### config.mk
export PLATFORM = sky130hd
export DESIGN_NAME = linear_interp_resampler
export DESIGN_NICKNAME = d
export VERILOG_FILES = /design/src/rtl/lrs_pkg.sv /design/src/rtl/lrs_queue.sv /design/src/rtl/lrs_front.sv /design/src/rtl/lrs_back.sv /design/src/rtl/linear_interp_resampler.sv
export SDC_FILE = /design/constraint.sdc
export NUM_CORES = 1
export LEC_CHECK = 0
export BUFFER_PORTS_ARGS = -buffer_cell sky130_fd_sc_hd__buf_2
export CAP_MARGIN = 20
export CORE_MARGIN = 5
export CORE_UTILIZATION = 40
export DETAILED_ROUTE_END_ITERATION = 16
export SETUP_SLACK_MARGIN = 0.5
export SLEW_MARGIN = 20
export SYNTH_ARGS = -nofsm -noshare
export SYNTH_HDL_FRONTEND = slang
export SYNTH_HIERARCHICAL = 1
export SYNTH_SLANG_ARGS = --single-unit
### constraint.sdc
create_clock -name clk -period 11.22 [get_ports clk]
set_clock_uncertainty 0.05 [all_clocks]
set_input_delay 1.122 -clock clk [delete_from_list [all_inputs] [get_ports clk]]
set_output_delay 1.122 -clock clk [all_outputs]
set_load 0.02 [all_outputs]
### src/rtl/lrs_pkg.sv
// lrs_pkg: shared types and constants for the linear interpolation resampler.
// No dependencies; used by every module in rtl/.

package lrs_pkg;

  localparam int unsigned SAMPLE_W = 16;
  localparam int unsigned STEP_W   = 20;
  localparam int unsigned PHASE_W  = 21;
  localparam int unsigned FRAC_W   = 16;
  localparam int unsigned DIFF_W   = SAMPLE_W + 1;
  localparam int unsigned PROD_W   = 2 * DIFF_W;
  localparam int unsigned QDEPTH   = 4;
  localparam int unsigned QAW      = 2;
  localparam int unsigned QCNT_W   = QAW + 1;

  localparam logic [PHASE_W-1:0] PHASE_ONE  = PHASE_W'(65536);
  localparam logic [STEP_W-1:0]  STEP_MIN   = STEP_W'(1024);
  localparam logic [STEP_W-1:0]  STEP_RESET = STEP_W'(65536);

  // input function codes
  localparam logic FUNC_SAMPLE = 1'b0;
  localparam logic FUNC_FLUSH  = 1'b1;

  typedef struct packed {
    logic                       func;
    logic signed [SAMPLE_W-1:0] sample_in;
  } in_item_t;

  typedef struct packed {
    logic signed [SAMPLE_W-1:0] sample_out;
    logic                       last_of_run;
  } out_item_t;

  // what the front end decided an item is
  typedef enum logic [1:0] {
    KIND_FLUSH = 2'd0,
    KIND_FIRST = 2'd1,
    KIND_RUN   = 2'd2
  } q_kind_t;

  typedef struct packed {
    q_kind_t                    kind;
    logic signed [SAMPLE_W-1:0] prev;
    logic signed [SAMPLE_W-1:0] cur;
  } q_entry_t;

  typedef struct packed {
    logic     valid;
    q_entry_t entry;
  } q_push_t;

  typedef struct packed {
    logic     valid;
    q_entry_t entry;
  } q_head_t;

endpackage

### src/rtl/lrs_queue.sv
// lrs_queue: small register FIFO between the front end and the interpolation engine.
// Depends on lrs_pkg.

module lrs_queue (
  input  logic             clk,
  input  logic             rst_n,
  input  lrs_pkg::q_push_t push,
  input  logic             pop,
  output lrs_pkg::q_head_t head,
  output logic             full
);
  import lrs_pkg::*;

  q_entry_t          mem_r [QDEPTH];
  logic [QAW-1:0]    wr_ptr_r, wr_ptr_nxt;
  logic [QAW-1:0]    rd_ptr_r, rd_ptr_nxt;
  logic [QCNT_W-1:0] count_r, count_nxt;
  logic              do_push, do_pop;

  assign full    = (count_r == QCNT_W'(QDEPTH));
  assign do_push = push.valid && !full;
  assign do_pop  = pop && (count_r != '0);

  assign head.valid = (count_r != '0);
  assign head.entry = mem_r[rd_ptr_r];

  always_comb begin
    wr_ptr_nxt = do_push ? wr_ptr_r + QAW'(1) : wr_ptr_r;
    rd_ptr_nxt = do_pop  ? rd_ptr_r + QAW'(1) : rd_ptr_r;
    count_nxt  = count_r + QCNT_W'(do_push) - QCNT_W'(do_pop);
  end

  always_ff @(posedge clk) begin
    if (!rst_n) begin
      wr_ptr_r <= '0;
      rd_ptr_r <= '0;
      count_r  <= '0;
    end else begin
      wr_ptr_r <= wr_ptr_nxt;
      rd_ptr_r <= rd_ptr_nxt;
      count_r  <= count_nxt;
    end
  end

  always_ff @(posedge clk) begin
    if (do_push) begin
      mem_r[wr_ptr_r] <= push.entry;
    end
  end

  a_count_bound: assert property (@(posedge clk) disable iff (!rst_n)
    count_r <= QCNT_W'(QDEPTH))
    else $error("queue count beyond depth");

  a_ptr_track: assert property (@(posedge clk) disable iff (!rst_n)
    (wr_ptr_r - rd_ptr_r) == count_r[QAW-1:0])
    else $error("queue pointers disagree with count");

endmodule

### src/rtl/lrs_front.sv
// lrs_front: accepts items, tracks the stored sample and classifies each item.
// Depends on lrs_pkg; feeds lrs_queue.

module lrs_front (
  input  logic              clk,
  input  logic              rst_n,
  input  logic              in_valid,
  output logic              in_stall,
  input  lrs_pkg::in_item_t in_data,
  input  logic              q_full,
  output lrs_pkg::q_push_t  push
);
  import lrs_pkg::*;

  logic                       have_first_r, have_first_nxt;
  logic signed [SAMPLE_W-1:0] prev_r, prev_nxt;
  logic                       accept;

  assign in_stall = q_full;
  assign accept   = in_valid && !q_full;

  always_comb begin
    have_first_nxt   = have_first_r;
    prev_nxt         = prev_r;
    push.valid       = accept;
    push.entry.kind  = KIND_RUN;
    push.entry.prev  = prev_r;
    push.entry.cur   = in_data.sample_in;
    if (accept) begin
      priority if (in_data.func == FUNC_FLUSH) begin
        push.entry.kind = KIND_FLUSH;
        have_first_nxt  = 1'b0;
        prev_nxt        = '0;
      end else if (!have_first_r) begin
        push.entry.kind = KIND_FIRST;
        have_first_nxt  = 1'b1;
        prev_nxt        = in_data.sample_in;
      end else begin
        prev_nxt        = in_data.sample_in;
      end
    end
  end

  always_ff @(posedge clk) begin
    if (!rst_n) begin
      have_first_r <= 1'b0;
      prev_r       <= '0;
    end else begin
      have_first_r <= have_first_nxt;
      prev_r       <= prev_nxt;
    end
  end

  a_flush_clears: assert property (@(posedge clk) disable iff (!rst_n)
    (accept && in_data.func == FUNC_FLUSH) |=> (!have_first_r && prev_r == '0))
    else $error("flush did not clear stored sample");

  a_first_kind: assert property (@(posedge clk) disable iff (!rst_n)
    (push.valid && push.entry.kind == KIND_RUN) |-> have_first_r)
    else $error("run queued without a stored sample");

  a_stall_full: assert property (@(posedge clk) disable iff (!rst_n)
    q_full |-> !push.valid)
    else $error("push into full queue");

endmodule

### src/rtl/lrs_back.sv
// lrs_back: interpolation engine; walks the phase, multiplies, shifts and adds.
// Depends on lrs_pkg; drains lrs_queue.

module lrs_back (
  input  logic                       clk,
  input  logic                       rst_n,
  input  logic [lrs_pkg::STEP_W-1:0] phase_step,
  input  lrs_pkg::q_head_t           head,
  output logic                       pop,
  output logic                       out_valid,
  input  logic                       out_stall,
  output lrs_pkg::out_item_t         out_data
);
  import lrs_pkg::*;

  logic [PHASE_W-1:0]         phase_acc_r, phase_acc_nxt;
  logic [STEP_W-1:0]          step_eff;
  logic [PHASE_W-1:0]         phase_sum;
  logic                       is_run, emit, last, issue, issue_ok, out_load;
  logic signed [DIFF_W-1:0]   diff;
  logic signed [DIFF_W-1:0]   frac_s;
  logic signed [PROD_W-1:0]   prod;

  // multiply stage
  logic                       s1_valid_r;
  logic signed [PROD_W-1:0]   s1_prod_r;
  logic signed [SAMPLE_W-1:0] s1_prev_r;
  logic                       s1_last_r;

  // output register
  logic                       out_valid_r;
  out_item_t                  out_data_r;
  logic signed [PROD_W-FRAC_W-1:0] shifted;
  logic signed [PROD_W-FRAC_W-1:0] interp;

  assign step_eff  = (phase_step < STEP_MIN) ? STEP_MIN : phase_step;
  assign phase_sum = phase_acc_r + PHASE_W'(step_eff);
  assign last      = (phase_sum >= PHASE_ONE);

  assign out_load = !out_valid_r || !out_stall;
  assign issue_ok = !s1_valid_r || out_load;
  assign is_run   = head.valid && (head.entry.kind == KIND_RUN);
  assign emit     = is_run && (phase_acc_r < PHASE_ONE);
  assign issue    = emit && issue_ok;
  // step >= 1024 keeps a run at 64 outputs at most, so no output counter
  assign pop      = head.valid && (!emit || (issue && last));

  assign diff   = DIFF_W'(head.entry.cur) - DIFF_W'(head.entry.prev);
  assign frac_s = $signed({1'b0, phase_acc_r[FRAC_W-1:0]});
  assign prod   = diff * frac_s;

  always_comb begin
    phase_acc_nxt = phase_acc_r;
    if (head.valid) begin
      unique case (head.entry.kind)
        KIND_FLUSH, KIND_FIRST: phase_acc_nxt = '0;
        KIND_RUN: begin
          if (!emit) begin
            phase_acc_nxt = phase_acc_r - PHASE_ONE;
          end else if (issue) begin
            phase_acc_nxt = last ? phase_sum - PHASE_ONE : phase_sum;
          end
        end
        default: phase_acc_nxt = phase_acc_r;
      endcase
    end
  end

  // floor shift of the product, then add the older sample
  assign shifted = s1_prod_r[PROD_W-1:FRAC_W];
  assign interp  = shifted + (PROD_W-FRAC_W)'(s1_prev_r);

  always_ff @(posedge clk) begin
    if (!rst_n) begin
      phase_acc_r <= '0;
      s1_valid_r  <= 1'b0;
      out_valid_r <= 1'b0;
    end else begin
      phase_acc_r <= phase_acc_nxt;
      if (issue_ok) begin
        s1_valid_r <= issue;
      end
      if (out_load) begin
        out_valid_r <= s1_valid_r;
      end
    end
  end

  always_ff @(posedge clk) begin
    if (issue_ok) begin
      s1_prod_r <= prod;
      s1_prev_r <= head.entry.prev;
      s1_last_r <= last;
    end
    if (out_load) begin
      out_data_r.sample_out  <= interp[SAMPLE_W-1:0];
      out_data_r.last_of_run <= s1_last_r;
    end
  end

  assign out_valid = out_valid_r;
  assign out_data  = out_data_r;

  a_issue_phase: assert property (@(posedge clk) disable iff (!rst_n)
    issue |-> phase_acc_r < PHASE_ONE)
    else $error("output issued with phase at or above 1.0");

  a_restart_zero: assert property (@(posedge clk) disable iff (!rst_n)
    (pop && head.entry.kind != KIND_RUN) |=> phase_acc_r == '0)
    else $error("phase not cleared on flush or first sample");

  a_s1_hold: assert property (@(posedge clk) disable iff (!rst_n)
    (s1_valid_r && !issue_ok) |=> (s1_valid_r && $stable(s1_prod_r) && $stable(s1_last_r)))
    else $error("multiply stage lost data under stall");

endmodule

### src/rtl/linear_interp_resampler.sv
// linear_interp_resampler: top level; step register, front end, queue, engine.
// Depends on lrs_pkg, lrs_front, lrs_queue, lrs_back.

// Resamples a stream of signed 16-bit audio by linear interpolation. Write the
// 4.16 step (source positions per output, 20 bits, reset 1.0) on the cfg
// channel while the block is idle; steps below 1/64 act as 1/64. Each input
// transfer carries either a sample or a flush. The first sample after reset or
// flush is only stored; every later sample closes the interval from the stored
// sample and yields one output per phase position below 1.0, the last of those
// flagged with last_of_run. A flush clears the stored sample and the phase and
// yields nothing. Input transfers are taken at one per cycle into a four-entry
// queue while it is not full; the engine behind it produces one output per
// cycle while the receiver does not stall, so an upsampling sample occupies
// it while it issues its outputs (up to 64), and a sample causing no output,
// a first sample or a flush is popped without waiting on the receiver. The
// multiply is registered: an output passes the multiply stage and then the
// output register. Once both hold results, a receiver stall halts the engine
// in that same cycle; while either is empty, it can still issue outputs.

module linear_interp_resampler (
  input  logic                       clk,
  input  logic                       rst_n,
  // configuration write
  input  logic                       cfg_valid,
  output logic                       cfg_ready,
  input  logic [lrs_pkg::STEP_W-1:0] cfg_data,
  // sample input
  input  logic                       in_valid,
  output logic                       in_stall,
  input  lrs_pkg::in_item_t          in_data,
  // interpolated output
  output logic                       out_valid,
  input  logic                       out_stall,
  output lrs_pkg::out_item_t         out_data
);
  import lrs_pkg::*;

  logic [STEP_W-1:0] phase_step_r, phase_step_nxt;
  q_push_t           push;
  q_head_t           head;
  logic              q_full;
  logic              pop;

  // step register, always writable
  assign cfg_ready      = 1'b1;
  assign phase_step_nxt = (cfg_valid && cfg_ready) ? cfg_data : phase_step_r;

  always_ff @(posedge clk) begin
    if (!rst_n) begin
      phase_step_r <= STEP_RESET;
    end else begin
      phase_step_r <= phase_step_nxt;
    end
  end

  // front end: classify each transfer, keep the previous sample
  lrs_front u_front (
    .clk      (clk),
    .rst_n    (rst_n),
    .in_valid (in_valid),
    .in_stall (in_stall),
    .in_data  (in_data),
    .q_full   (q_full),
    .push     (push)
  );

  // decoupling queue
  lrs_queue u_queue (
    .clk   (clk),
    .rst_n (rst_n),
    .push  (push),
    .pop   (pop),
    .head  (head),
    .full  (q_full)
  );

  // engine: phase walk, multiply, shift and add
  lrs_back u_back (
    .clk        (clk),
    .rst_n      (rst_n),
    .phase_step (phase_step_r),
    .head       (head),
    .pop        (pop),
    .out_valid  (out_valid),
    .out_stall  (out_stall),
    .out_data   (out_data)
  );

endmodule

# --- Yosys cells after proc, flatten, opt, wreduce, memory -nomap -nowiden ---
# Memories as Yosys holds them, arrays and structs flattened. A register that Yosys moved wholly into a read port is not among the register bits.
# Index checks and enable logic that the tools add are counted.
op_classes:
  add_sub_neg: 9
  n_mul: 1
  magnitude_cmp: 3
  eq_ne: 4
  mux: 14
  n_reduce_logical: 21
ops:
  columns: ["operator", "n"]
  rows:
  - ["two-way mux 21 bit", 3]
  - ["case mux 21 bit (2 select lines)", 1]
  - ["subtractor 21 x 17 -> 21 bit (second input constant)", 2]
  - ["multiplier 17 x 17 -> 32 bit", 1]
  - ["adder 21 x 20 -> 21 bit", 1]
  - ["greater-or-equal comparator 21 x 17 -> 1 bit (second input constant)", 1]
  - ["less-than comparator 21 x 17 -> 1 bit (second input constant)", 1]
  - ["less-than comparator 20 x 11 -> 1 bit (second input constant)", 1]
  - ["two-way mux 20 bit", 1]
  - ["subtractor 16 x 16 -> 17 bit", 1]
  - ["adder 16 bit", 1]
  - ["two-way mux 16 bit", 1]
  - ["two-way mux 2 bit", 5]
  - ["logical AND 1 bit", 8]
  - ["logical NOT 1 bit", 5]
  - ["adder 2 x 1 -> 2 bit (second input constant)", 2]
  - ["adder 3 x 1 -> 3 bit", 1]
  - ["equality test 3 bit (second input constant)", 1]
  - ["logical OR 1 bit", 3]
  - ["two-way mux 1 bit", 3]
  - ["!= test 3 bit (second input constant)", 1]
  - ["AND reduction 3 bit", 1]
  - ["nonzero test 3 bit", 1]
  - ["subtractor 3 x 1 -> 3 bit", 1]
  - ["5 further kinds", 5]
word_totals:
  ff_bits: 133
  ram_bits: 136
  output_inout_bits: 20
  word_cells: 67
  mem_count: 1
memory_table:
  columns: ["name", "words", "width", "rd", "rd_ports_with_merged_regs", "write_ports", "line", "source"]
  rows:
  - ["u_queue.mem_r", 4, 34, 1, 1, 1, "lrs_queue.sv:14", "q_entry_t mem_r [QDEPTH];"]

# --- Depth between registers and ports, before layout ---
logic_depth:
  depth_word: 10
  ltp_mapped: 38
  mapped_depth_nobuf: 36

# --- By module ---
# The synthesis kept the hierarchy.
by_module_without_submodules:
  columns: ["module", "instances", "cells_per_inst", "area_each_um2"]
  rows:
  - ["lrs_back", 1, 1784, 15653.8]
  - ["lrs_queue", 1, 226, 5440.2]
  - ["lrs_front", 1, 96, 883.3]
  - ["linear_interp_resampler", 1, 66, 764.5]

# --- Worst setup path before layout ---
# No wires, ideal clock.
synth_timing:
  kind: "reg-to-reg"
  start: "register (tool-made name)"
  end: "register u_back.s1_prod_r[30] (data pin)"
  setup_time_ps: 265
  t_arrival_ps: 8641
  required_ps: 10905
  slack_ps: 2264
  path_stages_with_launch: 35
  n_path_buf: 2
  period_less_slack_ps: 8956
  path_cell_list: "dfxtp_1 > buf_6 > buf_12 > mux4_2 > ha_1 > fa_1 > nand2b_1 > a21boi_0 > o21ai_0 > a21boi_0 > nand4_1 > a31oi_1 > xor2_1 > and2_1 > fa_1 > inv_1 > fa_1 > fa_1 > inv_1 > fa_1 > fa_1 > inv_1 > fa_1 > inv_1 > ha_1 > a21o_1 > a21o_1 > a21o_1 > a2111oi_1 > a21oi_1 > a211oi_1 > o21ai_1 > a21oi_1 > o21ai_0 > xor2_1"
synth_rtl:
  columns: ["item", "line", "source"]
  rows:
  - ["end signal: assignment", "lrs_back.sv:91", "s1_prod_r <= prod;"]
  - ["end: declaration", "lrs_back.sv:26", "logic signed [PROD_W-1:0] s1_prod_r;"]

==> run metrics <==
status=complete, no violations; TNS Setup=0 ns; Initial Util=0.403; die span in x=about 250 µm; DP Worst Slack=roughly 1.1 ns; Final Wtd Congestion=between 0.8 and 0.9; Die Y=between 200 and 250 µm; Worst EP required=11.51 ns; wire length per cell=about 18 µm; ANT nets after route=0; post-route cell area=between 20,000 and 25,000 µm²; die area=between 60,000 and 70,000 µm²; hold crit path type=reg -> reg; largest net degree at the start of global routing=68; total CTS buffers=28; library cells used by synthesis=85; worst skew pair latency=roughly 0.60 ns; Max-slew headroom=0.239; top cells by count, synth=inv_1, fa_1, nand2_1; Buf/Inv on CP=6; Max stage delay on crit path=0.73 ns; Post-CTS Setup Bufs=0; number of setup violations in the final report=0; Slew @ Worst Pin=1.14 ns; Max VDD drop=0.000154 V; crit path time final=10.01 ns; share of cells above drive strength 1=0.0888; antenna violations before repair=0; Hold WS=between 0.3 and 0.4 ns; remaining global-route overflow=0; Synth area leaders=edfxtp_1, fa_1, ha_1, inv_1, dfxtp_1; synth warn=6; All-Layer GR Usage=0.164; vias post-DR=~15,000; Placement Cell Area=23,600 µm²; Via-to-Cell Ratio=just over 5; drt total wl=a little over 50 mm; max-slew violation count=0; dpl hpwl=just under 40 mm; Syn-to-layout area delta=8.30%; Nets=about 2,600; Finished Core Util=0.437; H-tree depth=1; Critical Path Fanout Max=17; drc violations=0; register area share after synthesis=0.306; Synth Flop Type=edfxtp_1; Core Region=roughly 56,000 µm²; Fin. Hold Viols=0; # rows=87; crit-path most repeated cell=fa_1; Leakage Power=about 11 nW; number of synthesized flops with an enable pin=about 190; critical path's top delay family=adder cells; fraction of registers with async set/reset=0; CTS hold repair buffers=0; slack of the critical path=1.21 ns; PD cells=about 200 nW/µm²; Top Ports=62; 1st-pass router iterations=6; clock sinks=between 200 and 300; Slowest-stage cell, CP=xnor2_1; worst path arrival time=a little over 10 ns; Startpoint Class=flip-flop; CTS root buffer=clkbuf_16; number of max-cap violations=0; initial DRC count=between 900 and 1,000; first-pass GRT wire length=around 83 mm; Worst setup EP type=flip-flop; PortBufs=60; Syn Nets=2,618; Fmax=~100 MHz; period utilization=0.892; syn avg cell area=roughly 10 µm²; Post-Syn Area=between 20,000 and 25,000 µm²; Clk pin slew, worst setup/hold paths=~0.060 ns; Syn Inst Count=2,172; Synth Register Bits=between 200 and 300; worst-case clock buffer depth=3; RSZ-0062 raised after global routing=no; TritonCTS clock tree=built; cell taking the most area after synthesis=edfxtp_1; number of global-route vias before repair=around 15,000; share of the synthesized area in the top cell type=0.246; type of the worst setup path=reg -> reg; count leader, synth=inv_1
final timing paths:
kind,from,endpoint,slack [ns],cells past startpoint
worst min register to register,u_back/s1_last_r,u_back/out_data[0],0.38,0
worst min-delay path,u_back/s1_last_r,u_back/out_data[0],0.38,0
worst max register to register,flip-flop,u_back/s1_prod_r[30],1.21,33
worst max-delay path,flip-flop,u_back/s1_prod_r[30],1.21,33
sequential cells by signal, summed over array words and instances (netlist names), named ones only:
register	flops
u_back/s1_last_r	1
u_queue/count_r	3
phase_step_r	20
u_back/s1_prod_r	16
u_back/out_data	17
u_back/s1_valid_r	1
u_back/s1_prev_r	16
u_back/out_valid	1
u_front/prev_r	16
u_front/have_first_r	1
u_queue/mem_r	136
u_back/phase_acc_r	21
u_queue/wr_ptr_r	2
u_queue/rd_ptr_r	2
layout make-up:
| cell class | count | area (µm²) |
|---|---|---|
| repair buffers | 98 | 598 |
| well taps | 756 | 946 |
| diodes | 1 | 2.50 |
| fillers | 5433 | 31800 |
| clock buffers | 33 | 719 |
| multi-input cells | 1412 | 13700 |
| clock inverters | 19 | 258 |
| inverters | 378 | 1430 |
| flip-flops and latches | 255 | 6970 |
where the power goes:
| group | total (mW) | internal, mW | switching, mW |
|---|---|---|---|
| combinational | 2.60 | 0.838 | 1.76 |
| clock | 0.957 | 0.560 | 0.396 |
| sequential | 1.33 | 1.23 | 0.103 |
| total | 4.89 | 2.63 | 2.26 |
layout by cell type, fill, tap and decap left out, types with 43 or more instances in the layout:
cell / Yosys / layout
inv_1: 376 / 376
fa_1: 261 / 261
nand2_1: 219 / 219
edfxtp_1: 186 / 186
ha_1: 143 / 143
and2_1: 134 / 134
dfxtp_1: 69 / 68
nor2b_1: 62 / 62
buf_2: 7 / 60
xnor2_1: 58 / 56
o21ai_0: 49 / 49
a21oi_1: 49 / 49
nand3_1: 44 / 43
stage by stage:
step | power [mW] | std cells
after floorplan | 2.96 | 2172
after global placement | 3.86 | 2898
after detailed placement | 3.94 | 2899
after CTS | 4.91 | 2951
after global routing | 5.20 | 2951
final | 4.89 | 2952
what timing repair did:
action,CTS,global route
setup endpoints to repair,0,1
hold endpoints to repair,0,0
gates resized for setup,0,1
routing by layer:
metal / global-route usage / wire [µm]
met1: 0.217 / 22700
met2: 0.284 / 25500
met3: 0.0234 / 2200
met4: 0.0432 / 1320
met5: 0 / 0
cell families (layout without fill, tap and decap cells):
| logic type | Yosys count | in the layout | share of synthesized area |
|---|---|---|---|
| buffers and inverters | 505 | 528 | 0.0923 |
| AOI/OAI and AO/OA | 247 | 247 | 0.0740 |
| and+or+nand+nor | 616 | 616 | 0.141 |
| xor gates and xnor gates | 84 | 84 | 0.0324 |
| other | 1 | 2 | 0.000165 |
| adders and majority gates | 406 | 406 | 0.309 |
| DFF | 255 | 255 | 0.306 |
| muxes | 58 | 58 | 0.0449 |
Power figures use the tool's default switching activity.
